<file path="src/hdl/assert_macros.svh">
// ----------------------------------------------------------------------------
// assert_macros.svh
// Shared concurrent assertion macros for the cycle finder RTL.
// ----------------------------------------------------------------------------
`ifndef ASSERT_MACROS_SVH
`define ASSERT_MACROS_SVH

// cond must hold at every clock edge outside reset
`define ASSERT_ALWAYS(label, clk, rst, cond, msg) \
  label: assert property (@(posedge clk) disable iff (rst) (cond)) else $error(msg);

// cons must hold in the same cycle as ante
`define ASSERT_IMPLIES(label, clk, rst, ante, cons, msg) \
  label: assert property (@(posedge clk) disable iff (rst) (ante) |-> (cons)) else $error(msg);

// cons must hold in the cycle after ante
`define ASSERT_NEXT(label, clk, rst, ante, cons, msg) \
  label: assert property (@(posedge clk) disable iff (rst) (ante) |=> (cons)) else $error(msg);

`endif

</file>
<file path="src/hdl/dcf_pkg.sv">
// ----------------------------------------------------------------------------
// dcf_pkg
// Types and constants shared by the directed cycle finder modules.
// ----------------------------------------------------------------------------
package dcf_pkg;

  localparam int VERTEX_W = 6;

  localparam logic OP_ADD_EDGE = 1'b0;
  localparam logic OP_SEARCH   = 1'b1;

  localparam logic [VERTEX_W-1:0] NODE_COUNT_RESET = 6'd32;

  typedef enum logic [3:0] {
    S_IDLE,
    S_ADD,
    S_ROOT,
    S_LOAD,
    S_SCAN,
    S_POP,
    S_PATH,
    S_PWAIT,
    S_EMIT_RD,
    S_EMIT,
    S_NONE,
    S_CLEAR
  } dcf_state_t;

  typedef struct packed {
    logic                cycle_found;
    logic [VERTEX_W-1:0] vertex;
    logic                last;
  } dcf_result_t;

endpackage

</file>
<file path="src/hdl/directed_cycle_finder.sv">
// ----------------------------------------------------------------------------
// directed_cycle_finder
// Loads directed edges, then searches for a cycle and reports its vertices.
// ----------------------------------------------------------------------------
// Usage:
//   Input channel (in_valid / in_stall): op=0 adds edge src_vertex->dst_vertex
//   through a read-modify-write of its source row. op=1 runs the
//   search, streams the report and then clears the graph.
//   Output channel (out_valid / out_stall): one item per reported vertex,
//   head, tree path down to the back edge tail, head again; or a single
//   item with cycle_found=0 when no cycle exists. last marks the final item.
//   Search time is set by the neighbor scan loop, which checks one candidate
//   neighbor per cycle while scanning; the cycle path is then built from
//   parent links, the items are emitted and the graph is cleared.
//   in_stall is high for the whole time an item is being processed.
//   A held out_stall simply pauses the emitter; one item waits in the output
//   register while the next is fetched. Reset empties the graph, sets
//   node_count to 32 and drops any output. The user must see that node_count
//   is written via cfg_write / cfg_data while the block is idle (left unchecked).
// ----------------------------------------------------------------------------
module directed_cycle_finder #(
  parameter int MAX_VERTICES = 32
) (
  input  logic                         clk,
  input  logic                         rst,
  input  logic                         cfg_write,
  input  logic [dcf_pkg::VERTEX_W-1:0] cfg_data,
  input  logic                         in_valid,
  output logic                         in_stall,
  input  logic                         op,
  input  logic [dcf_pkg::VERTEX_W-1:0] src_vertex,
  input  logic [dcf_pkg::VERTEX_W-1:0] dst_vertex,
  output logic                         out_valid,
  input  logic                         out_stall,
  output logic                         cycle_found,
  output logic [dcf_pkg::VERTEX_W-1:0] vertex,
  output logic                         last
);
  import dcf_pkg::*;

  localparam int VW = $clog2(MAX_VERTICES + 2);

  logic [VERTEX_W-1:0] node_count;
  logic [VW-1:0]       n_eff;
  logic                res_valid, res_ready;
  dcf_result_t         res;

  always_ff @(posedge clk) begin
    if (rst) begin
      node_count <= NODE_COUNT_RESET;
    end else if (cfg_write) begin
      node_count <= cfg_data;
    end
  end

  assign n_eff = (node_count > VERTEX_W'(MAX_VERTICES)) ? VW'(MAX_VERTICES)
                                                       : VW'(node_count);

  dcf_core #(
    .MAX_VERTICES(MAX_VERTICES)
  ) u_core (
    .clk        (clk),
    .rst        (rst),
    .n_eff      (n_eff),
    .in_valid   (in_valid),
    .in_stall   (in_stall),
    .op         (op),
    .src_vertex (src_vertex),
    .dst_vertex (dst_vertex),
    .res_valid  (res_valid),
    .res_ready  (res_ready),
    .res        (res)
  );

  assign res_ready = !out_valid || !out_stall;

  always_ff @(posedge clk) begin
    if (rst) begin
      out_valid <= 1'b0;
    end else if (res_valid && res_ready) begin
      out_valid <= 1'b1;
    end else if (!out_stall) begin
      out_valid <= 1'b0;
    end
  end

  always_ff @(posedge clk) begin
    if (res_valid && res_ready) begin
      cycle_found <= res.cycle_found;
      vertex      <= res.vertex;
      last        <= res.last;
    end
  end

endmodule

</file>
<file path="src/hdl/dcf_core.sv">
// ----------------------------------------------------------------------------
// dcf_core
// Edge store and depth-first search sequencer with explicit stack, cycle path
// builder and result emitter.
// ----------------------------------------------------------------------------
`include "assert_macros.svh"

module dcf_core #(
  parameter int MAX_VERTICES = 32
) (
  input  logic                                  clk,
  input  logic                                  rst,
  input  logic [$clog2(MAX_VERTICES+2)-1:0]     n_eff,
  input  logic                                  in_valid,
  output logic                                  in_stall,
  input  logic                                  op,
  input  logic [dcf_pkg::VERTEX_W-1:0]          src_vertex,
  input  logic [dcf_pkg::VERTEX_W-1:0]          dst_vertex,
  output logic                                  res_valid,
  input  logic                                  res_ready,
  output dcf_pkg::dcf_result_t                  res
);
  import dcf_pkg::*;

  localparam int IW  = (MAX_VERTICES > 1) ? $clog2(MAX_VERTICES) : 1;
  localparam int VW  = $clog2(MAX_VERTICES + 2);
  localparam int DW  = $clog2(MAX_VERTICES + 1);
  localparam int PD  = MAX_VERTICES + 1;
  localparam int PIW = $clog2(PD);
  localparam int CW  = $clog2(PD + 1);

  typedef struct packed {
    logic [VW-1:0] vert;
    logic [VW-1:0] nxt;
  } stk_entry_t;

  dcf_state_t state, state_next;

  logic [VW-1:0]           u, v, root, cur;
  logic [DW-1:0]           depth;
  logic [MAX_VERTICES-1:0] row, gray, black, row_valid;
  logic                    back_seen;
  logic [VW-1:0]           back_tail, back_head;
  logic [IW-1:0]           edge_src, edge_dst;
  logic [CW-1:0]           cnt;
  logic [PIW-1:0]          pidx;

  logic [MAX_VERTICES-1:0] adj_mem [MAX_VERTICES];
  logic [MAX_VERTICES-1:0] adj_rdata;
  logic                    adj_rd_ok;
  logic [IW-1:0]           adj_addr;
  stk_entry_t              stk_mem [MAX_VERTICES];
  stk_entry_t              stk_rdata;
  logic [VW-1:0]           par_mem [MAX_VERTICES];
  logic [VW-1:0]           par_rdata;
  logic [VW-1:0]           pbuf [PD];
  logic [VW-1:0]           pb_rdata;

  logic                    accept, edge_ok;
  logic [VERTEX_W-1:0]     src_m1, dst_m1;
  logic [VW-1:0]           vm1, um1, rm1, cm1, pop_m1;
  logic [IW-1:0]           v_idx, u_idx, r_idx, c_idx;
  logic [DW-1:0]           dm1, dm2;
  logic                    v_over, root_over, hit, v_white, full, push, pop_done;
  logic                    path_end, path_full;

  assign accept  = in_valid && !in_stall;
  assign src_m1  = src_vertex - VERTEX_W'(1);
  assign dst_m1  = dst_vertex - VERTEX_W'(1);
  assign edge_ok = (src_vertex != '0) && (src_vertex <= VERTEX_W'(MAX_VERTICES)) &&
                   (dst_vertex != '0) && (dst_vertex <= VERTEX_W'(MAX_VERTICES));

  assign vm1    = v - VW'(1);
  assign um1    = u - VW'(1);
  assign rm1    = root - VW'(1);
  assign cm1    = cur - VW'(1);
  assign pop_m1 = stk_rdata.vert - VW'(1);
  assign v_idx  = vm1[IW-1:0];
  assign u_idx  = um1[IW-1:0];
  assign r_idx  = rm1[IW-1:0];
  assign c_idx  = cm1[IW-1:0];
  assign dm1    = depth - DW'(1);
  assign dm2    = depth - DW'(2);

  assign v_over    = v > n_eff;
  assign root_over = root > n_eff;
  assign hit       = row[v_idx];
  assign v_white   = !gray[v_idx] && !black[v_idx];
  assign full      = depth == DW'(MAX_VERTICES);
  assign push      = !v_over && hit && v_white && !full;
  assign pop_done  = depth == DW'(1);
  assign path_full = cnt == CW'(PD);
  assign path_end  = cur == back_head;

  // next state
  always_comb begin
    state_next = state;
    case (state)
      S_IDLE: begin
        if (accept) begin
          if (op == OP_SEARCH) state_next = S_ROOT;
          else if (edge_ok)    state_next = S_ADD;
        end
      end
      S_ADD:   state_next = S_IDLE;
      S_ROOT: begin
        if (root_over)                         state_next = back_seen ? S_PATH : S_NONE;
        else if (!gray[r_idx] && !black[r_idx]) state_next = S_LOAD;
      end
      S_LOAD:  state_next = S_SCAN;
      S_SCAN: begin
        if (v_over)    state_next = pop_done ? S_ROOT : S_POP;
        else if (push) state_next = S_LOAD;
      end
      S_POP:   state_next = S_LOAD;
      S_PATH: begin
        if (path_full || path_end) state_next = S_EMIT_RD;
        else                       state_next = S_PWAIT;
      end
      S_PWAIT:   state_next = S_PATH;
      S_EMIT_RD: state_next = S_EMIT;
      S_EMIT: begin
        if (res_ready) state_next = (pidx == '0) ? S_CLEAR : S_EMIT_RD;
      end
      S_NONE:  if (res_ready) state_next = S_CLEAR;
      S_CLEAR: state_next = S_IDLE;
      default: state_next = S_IDLE;
    endcase
  end

  // outputs
  always_comb begin
    in_stall        = state != S_IDLE;
    res_valid       = 1'b0;
    res.cycle_found = 1'b0;
    res.vertex      = '0;
    res.last        = 1'b1;
    case (state)
      S_EMIT: begin
        res_valid       = 1'b1;
        res.cycle_found = 1'b1;
        res.vertex      = VERTEX_W'(pb_rdata);
        res.last        = pidx == '0;
      end
      S_NONE:  res_valid = 1'b1;
      default: res_valid = 1'b0;
    endcase
  end

  always_comb begin
    case (state)
      S_ROOT:  adj_addr = r_idx;
      S_POP:   adj_addr = pop_m1[IW-1:0];
      S_SCAN:  adj_addr = v_idx;
      default: adj_addr = src_m1[IW-1:0];
    endcase
  end

  // memories
  always_ff @(posedge clk) begin
    adj_rdata <= adj_mem[adj_addr];
    stk_rdata <= stk_mem[dm2[IW-1:0]];
    par_rdata <= par_mem[c_idx];
    pb_rdata  <= pbuf[pidx];
    if (state == S_ADD) begin
      adj_mem[edge_src] <= (adj_rd_ok ? adj_rdata : '0) |
                           (MAX_VERTICES'(1) << edge_dst);
    end
    if (state == S_SCAN && push) begin
      stk_mem[dm1[IW-1:0]] <= '{vert: u, nxt: v + VW'(1)};
      par_mem[v_idx]       <= u;
    end
    if (state == S_ROOT && root_over) pbuf[0] <= back_head;
    if (state == S_PATH && !path_full) pbuf[cnt[PIW-1:0]] <= cur;
  end

  always_ff @(posedge clk) begin
    if (rst) begin
      state     <= S_IDLE;
      row_valid <= '0;
      gray      <= '0;
      black     <= '0;
      adj_rd_ok <= 1'b0;
      back_seen <= 1'b0;
      depth     <= '0;
    end else begin
      state     <= state_next;
      adj_rd_ok <= row_valid[adj_addr];
      case (state)
        S_IDLE: begin
          edge_src  <= src_m1[IW-1:0];
          edge_dst  <= dst_m1[IW-1:0];
          root      <= VW'(1);
          back_seen <= 1'b0;
          depth     <= '0;
        end
        S_ADD: row_valid[edge_src] <= 1'b1;
        S_ROOT: begin
          if (root_over) begin
            cnt <= CW'(1);
            cur <= back_tail;
          end else if (!gray[r_idx] && !black[r_idx]) begin
            gray[r_idx] <= 1'b1;
            u     <= root;
            v     <= VW'(1);
            depth <= DW'(1);
          end else begin
            root <= root + VW'(1);
          end
        end
        S_LOAD: row <= adj_rd_ok ? adj_rdata : '0;
        S_SCAN: begin
          if (v_over) begin
            gray[u_idx]  <= 1'b0;
            black[u_idx] <= 1'b1;
            depth        <= dm1;
            if (pop_done) root <= root + VW'(1);
          end else if (push) begin
            gray[v_idx] <= 1'b1;
            u     <= v;
            v     <= VW'(1);
            depth <= depth + DW'(1);
          end else begin
            // back edge to an open ancestor; the last one found wins
            if (hit && gray[v_idx]) begin
              back_seen <= 1'b1;
              back_tail <= u;
              back_head <= v;
            end
            v <= v + VW'(1);
          end
        end
        S_POP: begin
          u <= stk_rdata.vert;
          v <= stk_rdata.nxt;
        end
        S_PATH: begin
          if (path_full) begin
            pidx <= PIW'(cnt - CW'(1));
          end else begin
            cnt <= cnt + CW'(1);
            if (path_end) pidx <= cnt[PIW-1:0];
          end
        end
        S_PWAIT: cur <= par_rdata;
        S_EMIT:  if (res_ready && pidx != '0) pidx <= pidx - PIW'(1);
        S_CLEAR: begin
          row_valid <= '0;
          gray      <= '0;
          black     <= '0;
          depth     <= '0;
        end
        default: ;
      endcase
    end
  end

  `ASSERT_ALWAYS(a_color_disjoint, clk, rst, (gray & black) == '0, "vertex both gray and black")
  `ASSERT_ALWAYS(a_depth_bound, clk, rst, depth <= DW'(MAX_VERTICES), "stack depth overflow")
  `ASSERT_IMPLIES(a_scan_gray, clk, rst, state == S_SCAN, gray[u_idx], "scanning a closed vertex")
  `ASSERT_NEXT(a_clear, clk, rst, state == S_CLEAR, (gray == '0) && (row_valid == '0), "graph not cleared")

endmodule

</file>
<file path="config.mk">
export PLATFORM = sky130hd
export DESIGN_NAME = directed_cycle_finder
export DESIGN_NICKNAME = d
export VERILOG_FILES = /design/src/hdl/dcf_pkg.sv /design/src/hdl/directed_cycle_finder.sv /design/src/hdl/dcf_core.sv
export VERILOG_INCLUDE_DIRS = /design/src /design/src/hdl
export SDC_FILE = /design/constraint.sdc
export NUM_CORES = 2
export LEC_CHECK = 0
export ABC_CLOCK_PERIOD_IN_PS = 9100
export BUFFER_PORTS_ARGS = -buffer_cell sky130_fd_sc_hd__buf_2
export CAP_MARGIN = 20
export CORE_MARGIN = 5
export CORE_UTILIZATION = 35
export DETAILED_ROUTE_END_ITERATION = 8
export PLACE_DENSITY_LB_ADDON = 0.2
export RECOVER_POWER = 50
export SLEW_MARGIN = 20
export SYNTH_ARGS = -nofsm -noshare
export SYNTH_HDL_FRONTEND = slang
export SYNTH_SLANG_ARGS = --single-unit
</file>
<file path="constraint.sdc">
create_clock -name clk -period 9.1 [get_ports clk]
set_clock_uncertainty 0.15 [all_clocks]
set_input_delay 1.365 -clock clk [delete_from_list [all_inputs] [get_ports clk]]
set_output_delay 1.365 -clock clk [all_outputs]
set_load 0.03 [all_outputs]
</file>
==> metrics.txt <==
die footprint around 0.25 mm2; FF+latch count, synth 2067; placed inst area a little under 0.09 mm2; Num Clock Sinks 2067; pin count of the biggest net entering global routing 166; worst slew pin tran 3.984 ns; Final TNS setup 0 ns; Tmin final 7.342 ns; Die Width 501.9 um; Top delay family on crit path buffers and inverters; Max-Cap Viols 47; CTS root buf clkbuf_16; Placer Congestion 0.9193; Yosys warning count 0; nets@finish 5611; average vias per placed instance 5.584; Post-Syn Nets 5616; Tot Pwr 0.02740 W; number of routed nets with antenna violations 0; prevailing post-synth register cell edfxtp_1; first-pass GRT wire length 351100 um; post-synth cell types slightly below 90; CP bufs+invs 3; RSZ-0062 raised after global routing false; CTS max path bufs 3; final hold viol count 0; CP cell instances buf_4, inv_1, ha_2, clkbuf_1, mux4_2, a32oi_1, o2111ai_2, nor4_4, nand2_1, nor2_2; PortBufs 33; 1st-iter DRT viols 5354; Hold Crit Class flip-flop to flip-flop; htree depth 4; final cell count without fillers around 8.9k; CP max stage delay 1.81 ns; CP arrival 7.66 ns; wire per inst between 20 and 30 um; period utilisation layout 0.8068; CP startpoint kind flip-flop; Post-Syn Area 0.08467 mm2; headroom to the max-slew limit -1.656; # setup viols final 0; Finished Core Util 0.3979; Post-synth EDFFs 1896; grt total ovfl 0; status finished, violations left; Rows 180; Worst setup EP type flip-flop; final instance area about 0.096 mm2; clock slew at reported path FFs ~0.060 ns; layout cells sized above 1 0.1468; Initial Util 0.3517; f_max 136.2 MHz; post-DP HPWL 129600 um; drt pass-1 iters 6; Total GRT Usage 0.1882; Peak VDD IR about 0.21 mV; PostCTS Resize Cnt 0; failing checks capacitance limit, slew limit; Core ar. about 0.24 mm2; CTS tree built; Seq/Total Area, Yosys 0.7129; P&R area growth vs syn 13.13%; Crit Path Max Fanout 45; WS Path Type flip-flop to flip-flop; clock latency on the worst-skew pair about 0.85 ns; number of CTS-inserted buffers roughly 210; WL final roughly 240000 um; I/O Pins 34; via count roughly 50k; post-CTS setup buffers 0; Mapped Cells 5552; Crit-path slowest cell clkbuf_1; Hold-fix buffers, CTS 0; power per cell area 286.0 mW/mm2; drc violations 0; vias in the first global route 48.51k; Die Ht 501.9 um; Post-Syn Area per Cell 15.25 um2; antenna violations before repair 8; Final Max Slew Viols 1726; Placed Cells 8518; fraction of registers with async set/reset 0; leakage power roughly 30 nW; Worst Path Required ~9.4 ns
-- metal layers --
metal / GRT usage / wire (um) / vias to the layer above
li1: - / - / 21840
met2: 0.2974 / 112400 / 1765
met3: 0.03061 / 15380 / 427
met5: 0 / 13 / -
met4: 0.05582 / 7250 / 2
met1: 0.2685 / 106800 / 25800
-- cells by family (layout without fill, tap and decap cells) --
logic type                 after synthesis  count (layout)  synth area share
adders and majority gates               40              40          0.005911
DFF                                   2067            2067            0.7129
muxes                                  379             379           0.08426
other                                    0               6                 0
AOI/OAI and AO/OA                     1028            1028           0.08724
buffers and inverters                  431             613           0.02092
xor gates and xnor gates                55              55          0.005689
and+or+nand+nor                       1552            1552           0.08312
-- state kept, by name, summed over array words and instances, names as in the netlist, 12 cells and up --
signal and cells:
u_core.adj_mem 1024, u_core.stk_mem 384, u_core.pbuf 198, u_core.par_mem 192, u_core.adj_rdata 32, u_core.black 32, u_core.gray 32, u_core.row 32
u_core.row_valid 32, u_core.stk_rdata 12
-- cell usage in the layout, fill, tap and decap left out, types with 40 or more instances in the layout --
master	count
o21ai_0	76
nand2_1	699
buf_4	98
o211ai_1	69
dfxtp_1	169
a311oi_1	54
nor2_1	281
clkbuf_16	217
nand3_1	116
a21oi_1	116
and3_1	208
mux2i_1	85
clkbuf_1	95
a211o_1	40
edfxtp_1	1896
mux4_2	264
a211oi_1	347
clkinv_2	42
a31oi_1	125
-- synth_stat cells (5+ instances only) --
| master | instances | area share |
|---|---|---|
| a2111oi_0 | 17 | 0.0018 |
| a211o_1 | 40 | 0.0041 |
| a211oi_1 | 347 | 0.031 |
| a21o_1 | 10 | 0.00089 |
| a21oi_1 | 116 | 0.0069 |
| a221oi_1 | 8 | 0.00083 |
| a22oi_1 | 9 | 0.00080 |
| a311oi_1 | 54 | 0.0056 |
| a31o_1 | 25 | 0.0026 |
| a31o_2 | 9 | 0.00093 |
| a31oi_1 | 126 | 0.0093 |
| a32oi_1 | 13 | 0.0013 |
| a41oi_1 | 17 | 0.0018 |
| and2_1 | 50 | 0.0037 |
| and3_1 | 208 | 0.015 |
| buf_1 | 39 | 0.0017 |
| buf_2 | 96 | 0.0057 |
| buf_4 | 7 | 0.00062 |
| clkbuf_1 | 251 | 0.011 |
| dfxtp_1 | 171 | 0.040 |
| edfxtp_1 | 1896 | 0.67 |
| ha_1 | 40 | 0.0059 |
| inv_1 | 35 | 0.0016 |
| mux2_2 | 30 | 0.0040 |
| mux2i_1 | 85 | 0.010 |
| mux4_2 | 264 | 0.070 |
| nand2_1 | 702 | 0.031 |
| nand2b_1 | 22 | 0.0016 |
| nand3_1 | 117 | 0.0069 |
| nand3b_1 | 8 | 0.00071 |
| nand4_1 | 8 | 0.00059 |
| nor2_1 | 323 | 0.014 |
| nor2b_1 | 17 | 0.0013 |
| nor3_1 | 38 | 0.0022 |
| nor3b_1 | 7 | 0.00062 |
| nor4_1 | 11 | 0.00081 |
| o211ai_1 | 69 | 0.0061 |
| o21ai_0 | 76 | 0.0045 |
| o21bai_1 | 35 | 0.0031 |
| o22ai_1 | 9 | 0.00066 |
| o31ai_1 | 5 | 0.00044 |
| or2_2 | 14 | 0.0010 |
| or3_1 | 6 | 0.00044 |
| xnor2_1 | 26 | 0.0027 |
| xor2_1 | 29 | 0.0030 |
-- power by group --
part | switching, W | internal, W | total (W)
Combinational | 0.00483 | 0.00216 | 0.00699
Sequential | 0.000294 | 0.0112 | 0.0115
Clock | 0.00367 | 0.00519 | 0.00887
Total | 0.00879 | 0.0186 | 0.0274
-- metrics by stage --
stage | hold WS, ns | setup WS [ns]
finish | 0.3064 | 1.758
global route | 0.3395 | 1.379
CTS | 0.3095 | 3.114
detailed placement | 0.2955 | 3.137
global placement | 0.2917 | 2.640
floorplan | 0.2678 | 3.962
-- worst reg2reg max path, stage by stage (launching register included) --
cell and delay [ns]:
edfxtp_1 0.32, buf_4 0.52, inv_1 0.17, ha_2 0.62, clkbuf_1 1.82, mux4_2 0.47
a32oi_1 0.30, o2111ai_2 0.35, nor4_4 0.91, nand2_1 0.54, nor2_2 0.79
-- path summary, 6_finish.rpt --
check / start / endpoint / slack, ns / cells after the start
hold reg to reg: u_core.pbuf[32][0] / u_core.pb_rdata[0] / 0.31 / 2
setup reg to reg: u_core.v[0] / u_core.stk_mem[15][8] / 1.76 / 10
hold / removal: u_core.pbuf[32][0] / u_core.pb_rdata[0] / 0.31 / 2
setup / recovery: u_core.v[0] / u_core.stk_mem[15][8] / 1.76 / 10
-- final cells by class --
class	count	area, um2
Antenna cell	6	15.01
Clock buffer	286	5899
Clock inverter	115	1221
Fill cell	22020	145000
Inverter	37	138.9
Multi-Input combinational cell	3054	22970
Sequential cell	2067	60370
Tap cell	3185	3985
Timing Repair Buffer	175	1197
Power figures use the tool's default switching activity.
